### config.mk
export PLATFORM = sky130hd
export DESIGN_NAME = balance_robot_cascaded_control_flat
export DESIGN_NICKNAME = d
export VERILOG_FILES = /design/src/rtl/brc_pkg.sv /design/src/rtl/brc_ifs.sv /design/src/rtl/brc_seq.sv /design/src/rtl/brc_datapath.sv /design/src/rtl/balance_robot_cascaded_control.sv /design/src/flat_wrapper.sv
export SDC_FILE = /design/constraint.sdc
export NUM_CORES = 2
export LEC_CHECK = 0
export BUFFER_PORTS_ARGS = -buffer_cell sky130_fd_sc_hd__buf_2
export CAP_MARGIN = 20
export CELL_PAD_IN_SITES_DETAIL_PLACEMENT = 1
export CELL_PAD_IN_SITES_GLOBAL_PLACEMENT = 1
export CORE_ASPECT_RATIO = 0.8
export CORE_MARGIN = 4
export CORE_UTILIZATION = 50
export CTS_CLUSTER_SIZE = 16
export DETAILED_ROUTE_END_ITERATION = 8
export GPL_TIMING_DRIVEN = 0
export PLACE_DENSITY = 0.81
export SKIP_LAST_GASP = 1
export SYNTH_ARGS = -nofsm -noshare
export SYNTH_HDL_FRONTEND = slang
export SYNTH_HIERARCHICAL = 1
export SYNTH_SLANG_ARGS = --single-unit
### constraint.sdc
create_clock -name clk -period 13.2 [get_ports clk]
set_input_delay 1.98 -clock clk [delete_from_list [all_inputs] [get_ports clk]]
set_output_delay 1.98 -clock clk [all_outputs]
set_load 0.005 [all_outputs]
### src/rtl/brc_pkg.sv
package brc_pkg;

  // Default parameter values.
  localparam int PWM_BITS_DEF      = 16;
  localparam int FRACTION_BITS_DEF = 8;

  // Configuration port geometry.
  localparam int CFG_IDX_W  = 4;
  localparam int CFG_DATA_W = 16;

  // Register indexes.
  localparam logic [CFG_IDX_W-1:0] REG_PITCH_GAIN_P    = 4'd0;
  localparam logic [CFG_IDX_W-1:0] REG_PITCH_GAIN_D    = 4'd1;
  localparam logic [CFG_IDX_W-1:0] REG_SPEED_GAIN_P    = 4'd2;
  localparam logic [CFG_IDX_W-1:0] REG_POSITION_GAIN_I = 4'd3;
  localparam logic [CFG_IDX_W-1:0] REG_TURN_GAIN_D     = 4'd4;
  localparam logic [CFG_IDX_W-1:0] REG_MIN_VOLTAGE_MV  = 4'd5;
  localparam logic [CFG_IDX_W-1:0] REG_POSITION_LIMIT  = 4'd6;
  localparam logic [CFG_IDX_W-1:0] REG_OUTER_PERIOD    = 4'd7;

  // Register reset values.
  localparam logic [15:0] RST_PITCH_GAIN_P    = 16'd14080;
  localparam logic [15:0] RST_PITCH_GAIN_D    = 16'd192;
  localparam logic [15:0] RST_SPEED_GAIN_P    = 16'd2560;
  localparam logic [15:0] RST_POSITION_GAIN_I = 16'd67;
  localparam logic [15:0] RST_TURN_GAIN_D     = 16'd128;
  localparam logic [13:0] RST_MIN_VOLTAGE_MV  = 14'd6000;
  localparam logic [15:0] RST_POSITION_LIMIT  = 16'd3000;
  localparam logic [7:0]  RST_OUTER_PERIOD    = 8'd8;

  // Microprogram geometry.
  localparam int STEP_W = 5;
  localparam logic [STEP_W-1:0] ST_MIX  = 5'd15;
  localparam logic [STEP_W-1:0] ST_STOP = 5'd16;

  // Datapath operations, one per control word.
  typedef enum logic [3:0] {
    OP_NOP,
    OP_PEND,
    OP_TRAVEL,
    OP_PITCH,
    OP_SPEED,
    OP_FILT,
    OP_INTEG,
    OP_POSTERM,
    OP_YAW,
    OP_MIX,
    OP_STOP
  } op_t;

  // Multiplier operand selects.
  typedef enum logic [2:0] {
    MA_ANGLE,
    MA_PRATE,
    MA_YRATE,
    MA_SF,
    MA_PI,
    MA_SUM
  } mula_t;

  typedef enum logic [2:0] {
    MB_KP,
    MB_KD,
    MB_SGP,
    MB_PGI,
    MB_KT,
    MB_KEEP,
    MB_NEW
  } mulb_t;

  // Accumulator actions on the registered product.
  typedef enum logic [1:0] {
    ACC_NONE,
    ACC_LOAD,
    ACC_ADD,
    ACC_ADDSH
  } acc_t;

  // Jump conditions.
  typedef enum logic [1:0] {
    CND_NONE,
    CND_LOWV,
    CND_NOT_OUTER
  } cond_t;

  typedef struct packed {
    op_t               op;
    mula_t             ma;
    mulb_t             mb;
    acc_t              acc;
    cond_t             cond;
    logic [STEP_W-1:0] target;
    logic              last;
  } ctrl_t;

  typedef struct packed {
    logic low_volt;
    logic outer_due;
    logic out_hold;
  } status_t;

  localparam ctrl_t CTRL_NOP = '{
    op: OP_NOP, ma: MA_ANGLE, mb: MB_KP, acc: ACC_NONE,
    cond: CND_NONE, target: '0, last: 1'b0
  };

  // Control store. Products are registered, so a step that accumulates
  // uses the product selected one step earlier.
  function automatic ctrl_t ucode(input logic [STEP_W-1:0] step);
    ctrl_t c;
    c = CTRL_NOP;
    unique case (step)
      5'd0: begin
        c.op = OP_PEND; c.cond = CND_LOWV; c.target = ST_STOP;
      end
      5'd1: begin
        c.op = OP_TRAVEL; c.ma = MA_ANGLE; c.mb = MB_KP;
      end
      5'd2: begin
        c.ma = MA_PRATE; c.mb = MB_KD; c.acc = ACC_LOAD;
      end
      5'd3: begin
        c.acc = ACC_ADD;
      end
      5'd4: begin
        c.op = OP_PITCH; c.cond = CND_NOT_OUTER; c.target = ST_MIX;
      end
      5'd5: begin
        c.op = OP_SPEED; c.ma = MA_SF; c.mb = MB_KEEP;
      end
      5'd6: begin
        c.ma = MA_SUM; c.mb = MB_NEW; c.acc = ACC_LOAD;
      end
      5'd7: begin
        c.acc = ACC_ADDSH;
      end
      5'd8: begin
        c.op = OP_FILT;
      end
      5'd9: begin
        c.op = OP_INTEG; c.ma = MA_SF; c.mb = MB_SGP;
      end
      5'd10: begin
        c.ma = MA_PI; c.mb = MB_PGI; c.acc = ACC_LOAD;
      end
      5'd11: begin
        c.acc = ACC_ADD;
      end
      5'd12: begin
        c.op = OP_POSTERM; c.ma = MA_YRATE; c.mb = MB_KT;
      end
      5'd13: begin
        c.acc = ACC_LOAD;
      end
      5'd14: begin
        c.op = OP_YAW;
      end
      5'd15: begin
        c.op = OP_MIX; c.last = 1'b1;
      end
      5'd16: begin
        c.op = OP_STOP; c.last = 1'b1;
      end
      default: begin
        c.last = 1'b1;
      end
    endcase
    return c;
  endfunction

endpackage

### src/rtl/brc_ifs.sv
// Input item channel.
interface brc_in_if;
  logic               valid;
  logic               ready;
  logic signed [16:0] pitch_estimate;
  logic signed [16:0] pitch_rate;
  logic signed [16:0] yaw_rate;
  logic [7:0]         left_pulses;
  logic [7:0]         right_pulses;
  logic signed [15:0] target_speed;
  logic signed [15:0] target_turn;
  logic [13:0]        battery_mv;

  modport source (
    output valid, pitch_estimate, pitch_rate, yaw_rate, left_pulses, right_pulses,
           target_speed, target_turn, battery_mv,
    input  ready
  );
  modport sink (
    input  valid, pitch_estimate, pitch_rate, yaw_rate, left_pulses, right_pulses,
           target_speed, target_turn, battery_mv,
    output ready
  );
endinterface

// Result item channel.
interface brc_out_if;
  logic               valid;
  logic               ready;
  logic signed [15:0] left_drive;
  logic signed [15:0] right_drive;
  logic               stopped;
  logic               outer_updated;

  modport source (
    output valid, left_drive, right_drive, stopped, outer_updated,
    input  ready
  );
  modport sink (
    input  valid, left_drive, right_drive, stopped, outer_updated,
    output ready
  );
endinterface

### src/rtl/brc_seq.sv
module brc_seq (
  input  logic             clk,
  input  logic             rst_n,
  input  logic             start,
  input  brc_pkg::status_t status,
  output brc_pkg::ctrl_t   ctrl,
  output logic             idle
);

  typedef enum logic [1:0] {
    SQ_IDLE = 2'b01,
    SQ_RUN  = 2'b10
  } seq_state_t;

  seq_state_t                   state_r, state_nxt;
  logic [brc_pkg::STEP_W-1:0]   step_r, step_nxt;
  brc_pkg::ctrl_t               word;
  logic                         stall;
  logic                         take;

  // Fetch the control word, resolve the jump and pick the next step.
  always_comb begin
    word  = brc_pkg::ucode(step_r);
    stall = word.last && status.out_hold;
    unique case (word.cond)
      brc_pkg::CND_NONE:      take = 1'b0;
      brc_pkg::CND_LOWV:      take = status.low_volt;
      brc_pkg::CND_NOT_OUTER: take = !status.outer_due;
      default:                take = 1'b0;
    endcase

    state_nxt = state_r;
    step_nxt  = step_r;
    ctrl      = word;
    unique case (state_r)
      SQ_IDLE: begin
        ctrl.op  = brc_pkg::OP_NOP;
        ctrl.acc = brc_pkg::ACC_NONE;
        if (start) begin
          state_nxt = SQ_RUN;
          step_nxt  = '0;
        end
      end
      SQ_RUN: begin
        if (stall) begin
          // The result register is still full: hold the final step.
          ctrl.op  = brc_pkg::OP_NOP;
          ctrl.acc = brc_pkg::ACC_NONE;
        end else if (word.last) begin
          state_nxt = SQ_IDLE;
        end else if (take) begin
          step_nxt = word.target;
        end else begin
          step_nxt = step_r + 1'b1;
        end
      end
      default: begin
        state_nxt = SQ_IDLE;
      end
    endcase
  end

  always_ff @(posedge clk) begin
    if (!rst_n) begin
      state_r <= SQ_IDLE;
      step_r  <= '0;
    end else begin
      state_r <= state_nxt;
      step_r  <= step_nxt;
    end
  end

  assign idle = (state_r == SQ_IDLE);

endmodule

### src/rtl/brc_datapath.sv
module brc_datapath #(
  parameter int PWM_BITS      = brc_pkg::PWM_BITS_DEF,
  parameter int FRACTION_BITS = brc_pkg::FRACTION_BITS_DEF
) (
  input  logic                            clk,
  input  logic                            rst_n,
  input  logic                            cfg_we,
  input  logic [brc_pkg::CFG_IDX_W-1:0]   cfg_index,
  input  logic [brc_pkg::CFG_DATA_W-1:0]  cfg_data,
  input  logic                            accept,
  input  logic signed [16:0]              pitch_estimate,
  input  logic signed [16:0]              pitch_rate,
  input  logic signed [16:0]              yaw_rate,
  input  logic [7:0]                      left_pulses,
  input  logic [7:0]                      right_pulses,
  input  logic signed [15:0]              target_speed,
  input  logic signed [15:0]              target_turn,
  input  logic [13:0]                     battery_mv,
  input  brc_pkg::ctrl_t                  ctrl,
  output brc_pkg::status_t                status,
  input  logic                            out_ready,
  output logic                            out_valid,
  output logic signed [15:0]              left_drive,
  output logic signed [15:0]              right_drive,
  output logic                            stopped,
  output logic                            outer_updated
);

  localparam int F      = FRACTION_BITS;
  localparam int KEEP   = (7 * (1 << FRACTION_BITS) + 5) / 10;
  localparam int NEWW   = (1 << FRACTION_BITS) - KEEP;
  localparam int MIX_W  = 36;

  localparam logic signed [17:0] KEEP_B  = 18'(KEEP);
  localparam logic signed [17:0] NEW_B   = 18'(NEWW);
  localparam logic signed [63:0] I32_MAX = 64'sd2147483647;
  localparam logic signed [63:0] I32_MIN = -I32_MAX - 64'sd1;
  localparam logic signed [63:0] T24_MAX = 64'sd8388607;
  localparam logic signed [63:0] T24_MIN = -T24_MAX - 64'sd1;
  localparam logic signed [63:0] PWM_MAX = (64'sd1 <<< (PWM_BITS - 1)) - 64'sd1;
  localparam logic signed [63:0] PWM_MIN = -PWM_MAX - 64'sd1;

  function automatic logic signed [63:0] clamp64(input logic signed [63:0] x,
                                                 input logic signed [63:0] lo,
                                                 input logic signed [63:0] hi);
    logic signed [63:0] r;
    r = x;
    if (x < lo) r = lo;
    else if (x > hi) r = hi;
    return r;
  endfunction

  // Configuration registers.
  logic [15:0] kp_r, kd_r, sgp_r, pgi_r, kt_r, plim_r;
  logic [13:0] minv_r;
  logic [7:0]  period_r;

  // Latched input item.
  logic signed [16:0] angle_r, prate_r, yrate_r;
  logic [7:0]         lp_r, rp_r;
  logic signed [15:0] tspeed_r, tturn_r;
  logic [13:0]        batt_r;

  // Controller state.
  logic [15:0]        pend_lt_r, pend_rt_r;
  logic signed [23:0] trav_lt_r, trav_rt_r;
  logic               rev_lt_r, rev_rt_r;
  logic signed [31:0] sf_r, pi_r, pt_r, yaw_r;
  logic [7:0]         tick_r;

  // Working registers.
  logic signed [49:0]      prod_r;
  logic signed [63:0]      acc_r;
  logic signed [MIX_W-1:0] pitch_r;
  logic signed [24:0]      sum_r;
  logic                    outer_r;

  // Result register.
  logic               out_valid_r;
  logic signed [15:0] out_left_r, out_right_r;
  logic               out_stop_r, out_outer_r;

  // Combinational next values.
  logic [16:0]             pend_lt_sum, pend_rt_sum;
  logic [15:0]             pend_lt_nxt, pend_rt_nxt;
  logic signed [16:0]      delta_lt, delta_rt;
  logic signed [25:0]      trav_lt_sum, trav_rt_sum;
  logic signed [23:0]      trav_lt_nxt, trav_rt_nxt;
  logic [7:0]              eff_period;
  logic signed [31:0]      mul_a;
  logic signed [17:0]      mul_b;
  logic signed [49:0]      prod_nxt;
  logic signed [63:0]      acc_nxt;
  logic [63:0]             lim_raw;
  logic signed [63:0]      lim_pos;
  logic signed [63:0]      integ_sum;
  logic signed [31:0]      sf_nxt, pi_nxt, pt_nxt, yaw_nxt;
  logic signed [MIX_W-1:0] left_mix, right_mix;
  logic signed [63:0]      left_sat, right_sat;

  // Pending pulse counts saturate at the top of their range.
  always_comb begin
    pend_lt_sum = {1'b0, pend_lt_r} + 17'(lp_r);
    pend_rt_sum = {1'b0, pend_rt_r} + 17'(rp_r);
    pend_lt_nxt = pend_lt_sum[16] ? 16'hFFFF : pend_lt_sum[15:0];
    pend_rt_nxt = pend_rt_sum[16] ? 16'hFFFF : pend_rt_sum[15:0];
  end

  // Travel takes the pending pulses signed by the last drive direction.
  always_comb begin
    delta_lt    = rev_lt_r ? -$signed({1'b0, pend_lt_r}) : $signed({1'b0, pend_lt_r});
    delta_rt    = rev_rt_r ? -$signed({1'b0, pend_rt_r}) : $signed({1'b0, pend_rt_r});
    trav_lt_sum = 26'(trav_lt_r) + 26'(delta_lt);
    trav_rt_sum = 26'(trav_rt_r) + 26'(delta_rt);
    trav_lt_nxt = 24'(clamp64(64'(trav_lt_sum), T24_MIN, T24_MAX));
    trav_rt_nxt = 24'(clamp64(64'(trav_rt_sum), T24_MIN, T24_MAX));
  end

  // Shared multiplier operands.
  always_comb begin
    case (ctrl.ma)
      brc_pkg::MA_ANGLE: mul_a = 32'(angle_r);
      brc_pkg::MA_PRATE: mul_a = 32'(prate_r);
      brc_pkg::MA_YRATE: mul_a = 32'(yrate_r);
      brc_pkg::MA_SF:    mul_a = sf_r;
      brc_pkg::MA_PI:    mul_a = pi_r;
      brc_pkg::MA_SUM:   mul_a = 32'(sum_r);
      default:           mul_a = '0;
    endcase
    case (ctrl.mb)
      brc_pkg::MB_KP:   mul_b = $signed({2'b00, kp_r});
      brc_pkg::MB_KD:   mul_b = $signed({2'b00, kd_r});
      brc_pkg::MB_SGP:  mul_b = $signed({2'b00, sgp_r});
      brc_pkg::MB_PGI:  mul_b = $signed({2'b00, pgi_r});
      brc_pkg::MB_KT:   mul_b = $signed({2'b00, kt_r});
      brc_pkg::MB_KEEP: mul_b = KEEP_B;
      brc_pkg::MB_NEW:  mul_b = NEW_B;
      default:          mul_b = '0;
    endcase
    prod_nxt = mul_a * mul_b;
  end

  // Accumulator on the registered product.
  always_comb begin
    case (ctrl.acc)
      brc_pkg::ACC_LOAD:  acc_nxt = 64'(prod_r);
      brc_pkg::ACC_ADD:   acc_nxt = acc_r + 64'(prod_r);
      brc_pkg::ACC_ADDSH: acc_nxt = acc_r + (64'(prod_r) <<< (F - 1));
      default:            acc_nxt = acc_r;
    endcase
  end

  // Outer loop results, each saturated to 32 bits.
  always_comb begin
    lim_raw   = 64'(plim_r) << F;
    lim_pos   = (lim_raw > 64'(I32_MAX)) ? I32_MAX : $signed(lim_raw);
    integ_sum = 64'(pi_r) + 64'(sf_r) - 64'(tspeed_r);
    sf_nxt    = 32'(clamp64(acc_r >>> F, I32_MIN, I32_MAX));
    pi_nxt    = 32'(clamp64(integ_sum, -lim_pos, lim_pos));
    pt_nxt    = 32'(clamp64((-acc_r) >>> (2 * F), I32_MIN, I32_MAX));
    yaw_nxt   = 32'(clamp64(64'(tturn_r) + (acc_r >>> (2 * F)), I32_MIN, I32_MAX));
  end

  // Drive mix and saturation to the PWM range.
  always_comb begin
    left_mix  = pitch_r - MIX_W'(yaw_r) - MIX_W'(pt_r);
    right_mix = pitch_r + MIX_W'(yaw_r) - MIX_W'(pt_r);
    left_sat  = clamp64(64'(left_mix), PWM_MIN, PWM_MAX);
    right_sat = clamp64(64'(right_mix), PWM_MIN, PWM_MAX);
  end

  // Status for the sequencer; period zero runs the loops every tick.
  always_comb begin
    eff_period       = (period_r == 8'd0) ? 8'd1 : period_r;
    status.low_volt  = (batt_r <= minv_r);
    status.outer_due = (tick_r >= eff_period);
    status.out_hold  = out_valid_r && !out_ready;
  end

  // Configuration writes.
  always_ff @(posedge clk) begin
    if (!rst_n) begin
      kp_r     <= brc_pkg::RST_PITCH_GAIN_P;
      kd_r     <= brc_pkg::RST_PITCH_GAIN_D;
      sgp_r    <= brc_pkg::RST_SPEED_GAIN_P;
      pgi_r    <= brc_pkg::RST_POSITION_GAIN_I;
      kt_r     <= brc_pkg::RST_TURN_GAIN_D;
      minv_r   <= brc_pkg::RST_MIN_VOLTAGE_MV;
      plim_r   <= brc_pkg::RST_POSITION_LIMIT;
      period_r <= brc_pkg::RST_OUTER_PERIOD;
    end else if (cfg_we) begin
      case (cfg_index)
        brc_pkg::REG_PITCH_GAIN_P:    kp_r     <= cfg_data;
        brc_pkg::REG_PITCH_GAIN_D:    kd_r     <= cfg_data;
        brc_pkg::REG_SPEED_GAIN_P:    sgp_r    <= cfg_data;
        brc_pkg::REG_POSITION_GAIN_I: pgi_r    <= cfg_data;
        brc_pkg::REG_TURN_GAIN_D:     kt_r     <= cfg_data;
        brc_pkg::REG_MIN_VOLTAGE_MV:  minv_r   <= cfg_data[13:0];
        brc_pkg::REG_POSITION_LIMIT:  plim_r   <= cfg_data;
        brc_pkg::REG_OUTER_PERIOD:    period_r <= cfg_data[7:0];
        default: ;
      endcase
    end
  end

  // Input item latch and working registers.
  always_ff @(posedge clk) begin
    if (accept) begin
      angle_r  <= pitch_estimate;
      prate_r  <= pitch_rate;
      yrate_r  <= yaw_rate;
      lp_r     <= left_pulses;
      rp_r     <= right_pulses;
      tspeed_r <= target_speed;
      tturn_r  <= target_turn;
      batt_r   <= battery_mv;
    end
    prod_r <= prod_nxt;
    acc_r  <= acc_nxt;
    if (ctrl.op == brc_pkg::OP_PITCH) pitch_r <= MIX_W'(acc_r >>> (2 * F));
    if (ctrl.op == brc_pkg::OP_SPEED) sum_r <= 25'(trav_lt_r) + 25'(trav_rt_r);
    if (ctrl.op == brc_pkg::OP_MIX) begin
      out_left_r  <= left_sat[15:0];
      out_right_r <= right_sat[15:0];
      out_stop_r  <= 1'b0;
      out_outer_r <= outer_r;
    end else if (ctrl.op == brc_pkg::OP_STOP) begin
      out_left_r  <= '0;
      out_right_r <= '0;
      out_stop_r  <= 1'b1;
      out_outer_r <= 1'b0;
    end
  end

  // Controller state, updated by the operation of the current step.
  always_ff @(posedge clk) begin
    if (!rst_n) begin
      pend_lt_r   <= '0;
      pend_rt_r   <= '0;
      trav_lt_r   <= '0;
      trav_rt_r   <= '0;
      rev_lt_r    <= 1'b0;
      rev_rt_r    <= 1'b0;
      sf_r        <= '0;
      pi_r        <= '0;
      pt_r        <= '0;
      yaw_r       <= '0;
      tick_r      <= '0;
      outer_r     <= 1'b0;
      out_valid_r <= 1'b0;
    end else begin
      // A new result fills the output register; a taken one empties it.
      if (ctrl.op == brc_pkg::OP_MIX || ctrl.op == brc_pkg::OP_STOP) begin
        out_valid_r <= 1'b1;
      end else if (out_ready) begin
        out_valid_r <= 1'b0;
      end
      case (ctrl.op)
        brc_pkg::OP_PEND: begin
          pend_lt_r <= pend_lt_nxt;
          pend_rt_r <= pend_rt_nxt;
          outer_r   <= 1'b0;
        end
        brc_pkg::OP_TRAVEL: begin
          trav_lt_r <= trav_lt_nxt;
          trav_rt_r <= trav_rt_nxt;
          pend_lt_r <= '0;
          pend_rt_r <= '0;
          tick_r    <= tick_r + 8'd1;
        end
        brc_pkg::OP_SPEED: begin
          trav_lt_r <= '0;
          trav_rt_r <= '0;
          tick_r    <= '0;
          outer_r   <= 1'b1;
        end
        brc_pkg::OP_FILT:    sf_r  <= sf_nxt;
        brc_pkg::OP_INTEG:   pi_r  <= pi_nxt;
        brc_pkg::OP_POSTERM: pt_r  <= pt_nxt;
        brc_pkg::OP_YAW:     yaw_r <= yaw_nxt;
        brc_pkg::OP_MIX: begin
          rev_lt_r <= left_sat[63];
          rev_rt_r <= right_sat[63];
        end
        default: ;
      endcase
    end
  end

  assign out_valid     = out_valid_r;
  assign left_drive    = out_left_r;
  assign right_drive   = out_right_r;
  assign stopped       = out_stop_r;
  assign outer_updated = out_outer_r;

endmodule

### src/rtl/balance_robot_cascaded_control.sv
// Cascaded balance controller for a two-wheeled robot: each input item is one
// control tick and yields exactly one result item with both wheel drives. A
// small microprogram steps one shared 32 by 18 bit multiplier and a 64-bit
// accumulator through the pitch PD law every tick and, every outer_period
// ticks, through the wheel speed filter, the clamped position integral, the
// PI law and the yaw term. A low-battery stop jumps from the first step to the
// stop step, an ordinary tick skips from the pitch step to the mix step, and a
// tick that runs the outer loops walks every step up to the mix step; the next
// item is taken once the sequencer is idle again. The finished result waits in
// an output register, so a stalled consumer holds the block only at the last
// step of the following item.
// Configuration writes are taken at any time but are meant for an idle block.
module balance_robot_cascaded_control #(
  parameter int PWM_BITS      = brc_pkg::PWM_BITS_DEF,
  parameter int FRACTION_BITS = brc_pkg::FRACTION_BITS_DEF
) (
  input  logic                           clk,
  input  logic                           rst_n,
  brc_in_if.sink                         in_chan,
  brc_out_if.source                      out_chan,
  input  logic                           cfg_we,
  input  logic [brc_pkg::CFG_IDX_W-1:0]  cfg_index,
  input  logic [brc_pkg::CFG_DATA_W-1:0] cfg_data
);

  brc_pkg::ctrl_t   ctrl;
  brc_pkg::status_t status;
  logic             idle;
  logic             accept;

  // An item is taken only while the sequencer is idle.
  assign in_chan.ready = idle;
  assign accept        = in_chan.valid && idle;

  brc_seq u_seq (
    .clk    (clk),
    .rst_n  (rst_n),
    .start  (accept),
    .status (status),
    .ctrl   (ctrl),
    .idle   (idle)
  );

  brc_datapath #(
    .PWM_BITS      (PWM_BITS),
    .FRACTION_BITS (FRACTION_BITS)
  ) u_datapath (
    .clk            (clk),
    .rst_n          (rst_n),
    .cfg_we         (cfg_we),
    .cfg_index      (cfg_index),
    .cfg_data       (cfg_data),
    .accept         (accept),
    .pitch_estimate (in_chan.pitch_estimate),
    .pitch_rate     (in_chan.pitch_rate),
    .yaw_rate       (in_chan.yaw_rate),
    .left_pulses    (in_chan.left_pulses),
    .right_pulses   (in_chan.right_pulses),
    .target_speed   (in_chan.target_speed),
    .target_turn    (in_chan.target_turn),
    .battery_mv     (in_chan.battery_mv),
    .ctrl           (ctrl),
    .status         (status),
    .out_ready      (out_chan.ready),
    .out_valid      (out_chan.valid),
    .left_drive     (out_chan.left_drive),
    .right_drive    (out_chan.right_drive),
    .stopped        (out_chan.stopped),
    .outer_updated  (out_chan.outer_updated)
  );

endmodule

### src/flat_wrapper.sv
// flat-port wrapper written by rule: the top's interface ports become plain ports
module balance_robot_cascaded_control_flat 
#(
  parameter int PWM_BITS      = brc_pkg::PWM_BITS_DEF,
  parameter int FRACTION_BITS = brc_pkg::FRACTION_BITS_DEF
)
  (clk, rst_n, cfg_we, cfg_index, cfg_data, in_chan_valid, in_chan_pitch_estimate, in_chan_pitch_rate, in_chan_yaw_rate, in_chan_left_pulses, in_chan_right_pulses, in_chan_target_speed, in_chan_target_turn, in_chan_battery_mv, in_chan_ready, out_chan_valid, out_chan_left_drive, out_chan_right_drive, out_chan_stopped, out_chan_outer_updated, out_chan_ready);
  brc_in_if in_chan_i ();
  brc_out_if out_chan_i ();
  input  logic clk;
  input  logic rst_n;
  input  logic cfg_we;
  input  logic [brc_pkg::CFG_IDX_W-1:0] cfg_index;
  input  logic [brc_pkg::CFG_DATA_W-1:0] cfg_data;
  input wire logic [$bits(in_chan_i.valid)-1:0] in_chan_valid;
  input wire logic [$bits(in_chan_i.pitch_estimate)-1:0] in_chan_pitch_estimate;
  input wire logic [$bits(in_chan_i.pitch_rate)-1:0] in_chan_pitch_rate;
  input wire logic [$bits(in_chan_i.yaw_rate)-1:0] in_chan_yaw_rate;
  input wire logic [$bits(in_chan_i.left_pulses)-1:0] in_chan_left_pulses;
  input wire logic [$bits(in_chan_i.right_pulses)-1:0] in_chan_right_pulses;
  input wire logic [$bits(in_chan_i.target_speed)-1:0] in_chan_target_speed;
  input wire logic [$bits(in_chan_i.target_turn)-1:0] in_chan_target_turn;
  input wire logic [$bits(in_chan_i.battery_mv)-1:0] in_chan_battery_mv;
  output wire logic [$bits(in_chan_i.ready)-1:0] in_chan_ready;
  output wire logic [$bits(out_chan_i.valid)-1:0] out_chan_valid;
  output wire logic [$bits(out_chan_i.left_drive)-1:0] out_chan_left_drive;
  output wire logic [$bits(out_chan_i.right_drive)-1:0] out_chan_right_drive;
  output wire logic [$bits(out_chan_i.stopped)-1:0] out_chan_stopped;
  output wire logic [$bits(out_chan_i.outer_updated)-1:0] out_chan_outer_updated;
  input wire logic [$bits(out_chan_i.ready)-1:0] out_chan_ready;
  assign in_chan_i.valid = in_chan_valid;
  assign in_chan_i.pitch_estimate = in_chan_pitch_estimate;
  assign in_chan_i.pitch_rate = in_chan_pitch_rate;
  assign in_chan_i.yaw_rate = in_chan_yaw_rate;
  assign in_chan_i.left_pulses = in_chan_left_pulses;
  assign in_chan_i.right_pulses = in_chan_right_pulses;
  assign in_chan_i.target_speed = in_chan_target_speed;
  assign in_chan_i.target_turn = in_chan_target_turn;
  assign in_chan_i.battery_mv = in_chan_battery_mv;
  assign in_chan_ready = in_chan_i.ready;
  assign out_chan_valid = out_chan_i.valid;
  assign out_chan_left_drive = out_chan_i.left_drive;
  assign out_chan_right_drive = out_chan_i.right_drive;
  assign out_chan_stopped = out_chan_i.stopped;
  assign out_chan_outer_updated = out_chan_i.outer_updated;
  assign out_chan_i.ready = out_chan_ready;
  balance_robot_cascaded_control #(.PWM_BITS(PWM_BITS), .FRACTION_BITS(FRACTION_BITS)) u_core (.clk(clk), .rst_n(rst_n), .in_chan(in_chan_i), .out_chan(out_chan_i), .cfg_we(cfg_we), .cfg_index(cfg_index), .cfg_data(cfg_data));
endmodule
==> run_results.csv <==
group,metric,value,unit
outcome,run_status,"finished clean",
clock_tree,cts_hold_buffers,0,
routing,vias,61542,
routing,wl_per_cell,25.5,µm
setup_path,critPathLaunchType,"flop",
timing,tightest_slew,1.40,ns
worst_hold_path,hold_path_class,"reg -> reg",
routing,vias_per_cell,6.12,
clock_tree,htree_levels,3,
setup_path,crit_path_frequent_cell,"fa_1",
synth,synth_nets,9246,
timing,timing.final.crit_share,96.4,%
place,io_buffers,165,
floorplan,core_area,0.134,mm²
floorplan,start_util,50.5,%
timing,fin_crit,12.73,ns
setup_path,required,13.73,ns
timing,drv_slew,0,
routing,drc_errors,0,
synth,syn_inst,7940,
global_routing,grt_overflow_total,0,
synth,synth_area,0.0677,mm²
global_routing,grt_use_total,35.8,%
floorplan,row_count,120,
clock_tree,cts_tree,"done",
clock_tree,clk_pin_slew,0.07,ns
setup_path,cp_top_family,"compound AO/OA/AOI/OAI gates",
place,dpl_cell_area,0.0711,mm²
setup_path,slowest_stage,"a21oi_1",
timing,finalHoldViolCount,0,
global_routing,grt_max_degree,74,
clock_tree,clock-sinks,666,
synth,syn_area_per_cell,8.53,µm²
routing,drtIter0Drc,5460,
setup_path,crit_fanout,10,
timing,setup_viol,0,
timing,max-slew-margin-rel,6.37,%
job,drv_cap,0,
place,dp_hpwl,208,mm
floorplan,dieArea,0.141,mm²
global_routing,antenna_found_initial,11,
clock_tree,cts_buffers,78,
setup_path,critPathLaunch,"u_core/u_seq/step_r[0]",
timing,final.setup_skew,0.0422,ns
floorplan,fp.dieW,419,µm
synth,yosys_warnings,6,
setup_path,cpPeakStageDelay,0.71,ns
final_layout,drive_above_1_share,5.47,%
routing,wl,257,mm
final_layout,final_common_cell,"inv_1",
final_layout,syn2layout_area_growth,9.31,%
final_layout,final_cell_mix,"1072 x inv_1, 943 x nand2_1, 645 x a21oi_1, 616 x nor2_1, 599 x fa_1",
power,p_total,14.8,mW
place,gp_congestion,0.967,
power,peakVddDrop,0.287,mV
clock_tree,clk_path_buf_depth,3,
setup_path,end_kind,"flop",
floorplan,pin_count,174,
final_layout,finalNetCount,9520,
floorplan,die_h,337,µm
clock_tree,clock_tree.root_cell,"clkbuf_16",
setup_path,arrival,13.25,ns
clock_tree,post_cts_buffers,0,
setup_path,cp_num_buf_inv,8,
worst_hold_path,min_from,"u_core/u_datapath/sgp_r[6]",
clock_tree,worstSkewPairLatency,0.72,ns
power,leakage,32.9,nW
routing,drt_first_pass_iters,6,
final_layout,design_area,0.0740,mm²
global_routing,grt_pass1_vias,63838,
timing,rsz0062_at_grt,"no",
routing,ant_nets,0,
setup_path,r2r_start,"u_core/u_seq/step_r[0]",
setup_path,worst-setup-path-type,"reg -> reg",
global_routing,grt_pass1_wl,388,mm
power,powerDensity,200,mW/mm²
timing,fmax,0.0786,GHz
-- metal layers --
metal,global-route usage [%],wire length (µm)
met3,7.56,22900
met1,49.0,110000
met4,14.2,11600
met5,0,27
met2,55.5,112000
-- worst reg2reg max path, delay by kind of cell (launching register included) --
family / cells / cell delay, ns
flip-flops: 1 / 0.41
buffers and inverters: 8 / 2.31
adder cells (fa/ha/maj): 8 / 3.89
AO/OA/AOI/OAI: 12 / 4.42
XOR/XNOR: 1 / 0.32
AND/OR/NAND/NOR: 6 / 1.19
-- area by class of cell --
type	instances	area, µm²
antenna	4	10.0
sequential	666	16000
clock inverter	40	508
buffer	314	1260
inverter	1077	4040
multi-input combinational	5883	46400
clock buffer	106	2280
fill	15931	60100
timing repair buffer	194	1190
tap	1769	2210
-- metrics by stage --
| stage | instances | hold slack [ns] | setup WS (ns) | util [%] | TNS (ns) |
|---|---|---|---|---|---|
| 3_5_place_dp | 9897 | 0.446 | -0.429 | 53.0 | -0.779 |
| 6_report | 10053 | 0.453 | 0.475 | 55.2 | 0 |
| 5_1_grt | 10049 | 0.476 | 0.0291 | 55.2 | 0 |
| 2_1_floorplan | 7940 | 0.432 | 3.49 | - | 0 |
| 3_3_place_gp | 9874 | 0.438 | -0.0808 | 52.8 | -0.0808 |
| 4_1_cts | 10043 | 0.454 | 0.0950 | 55.1 | 0 |
-- registers in the layout, indices dropped and copies added, names as in the netlist, 17 cells and up --
| register | count |
|---|---|
| u_core/u_datapath/acc_r | 64 |
| u_core/u_datapath/angle_r | 17 |
| u_core/u_datapath/pi_r | 32 |
| u_core/u_datapath/pitch_r | 36 |
| u_core/u_datapath/prate_r | 17 |
| u_core/u_datapath/prod_r | 49 |
| u_core/u_datapath/pt_r | 32 |
| u_core/u_datapath/sf_r | 32 |
| u_core/u_datapath/sum_r | 25 |
| u_core/u_datapath/trav_lt_r | 24 |
| u_core/u_datapath/trav_rt_r | 24 |
| u_core/u_datapath/yaw_r | 32 |
| u_core/u_datapath/yrate_r | 17 |
-- worst paths after layout --
kind         cells past startpoint  slack, ns                           end
max                             35       0.47  u_core/u_datapath/prod_r[47]
min                              2       0.45    u_core/u_datapath/sgp_r[6]
max reg2reg                     35       0.47  u_core/u_datapath/prod_r[47]
min reg2reg                      2       0.45    u_core/u_datapath/sgp_r[6]
-- power breakdown --
part | switching [mW] | leakage (nW) | internal [mW]
sequential | 0.235 | 5.69 | 2.43
combinational | 6.23 | 25.8 | 3.54
clock | 0.996 | 1.35 | 1.38
total | 7.46 | 32.9 | 7.36
-- repair_timing --
action,in CTS,in global routing
endpoints found under the setup margin,3,4
pin swaps,0,0
resized for setup,3,8
Power figures use the tool's default switching activity.
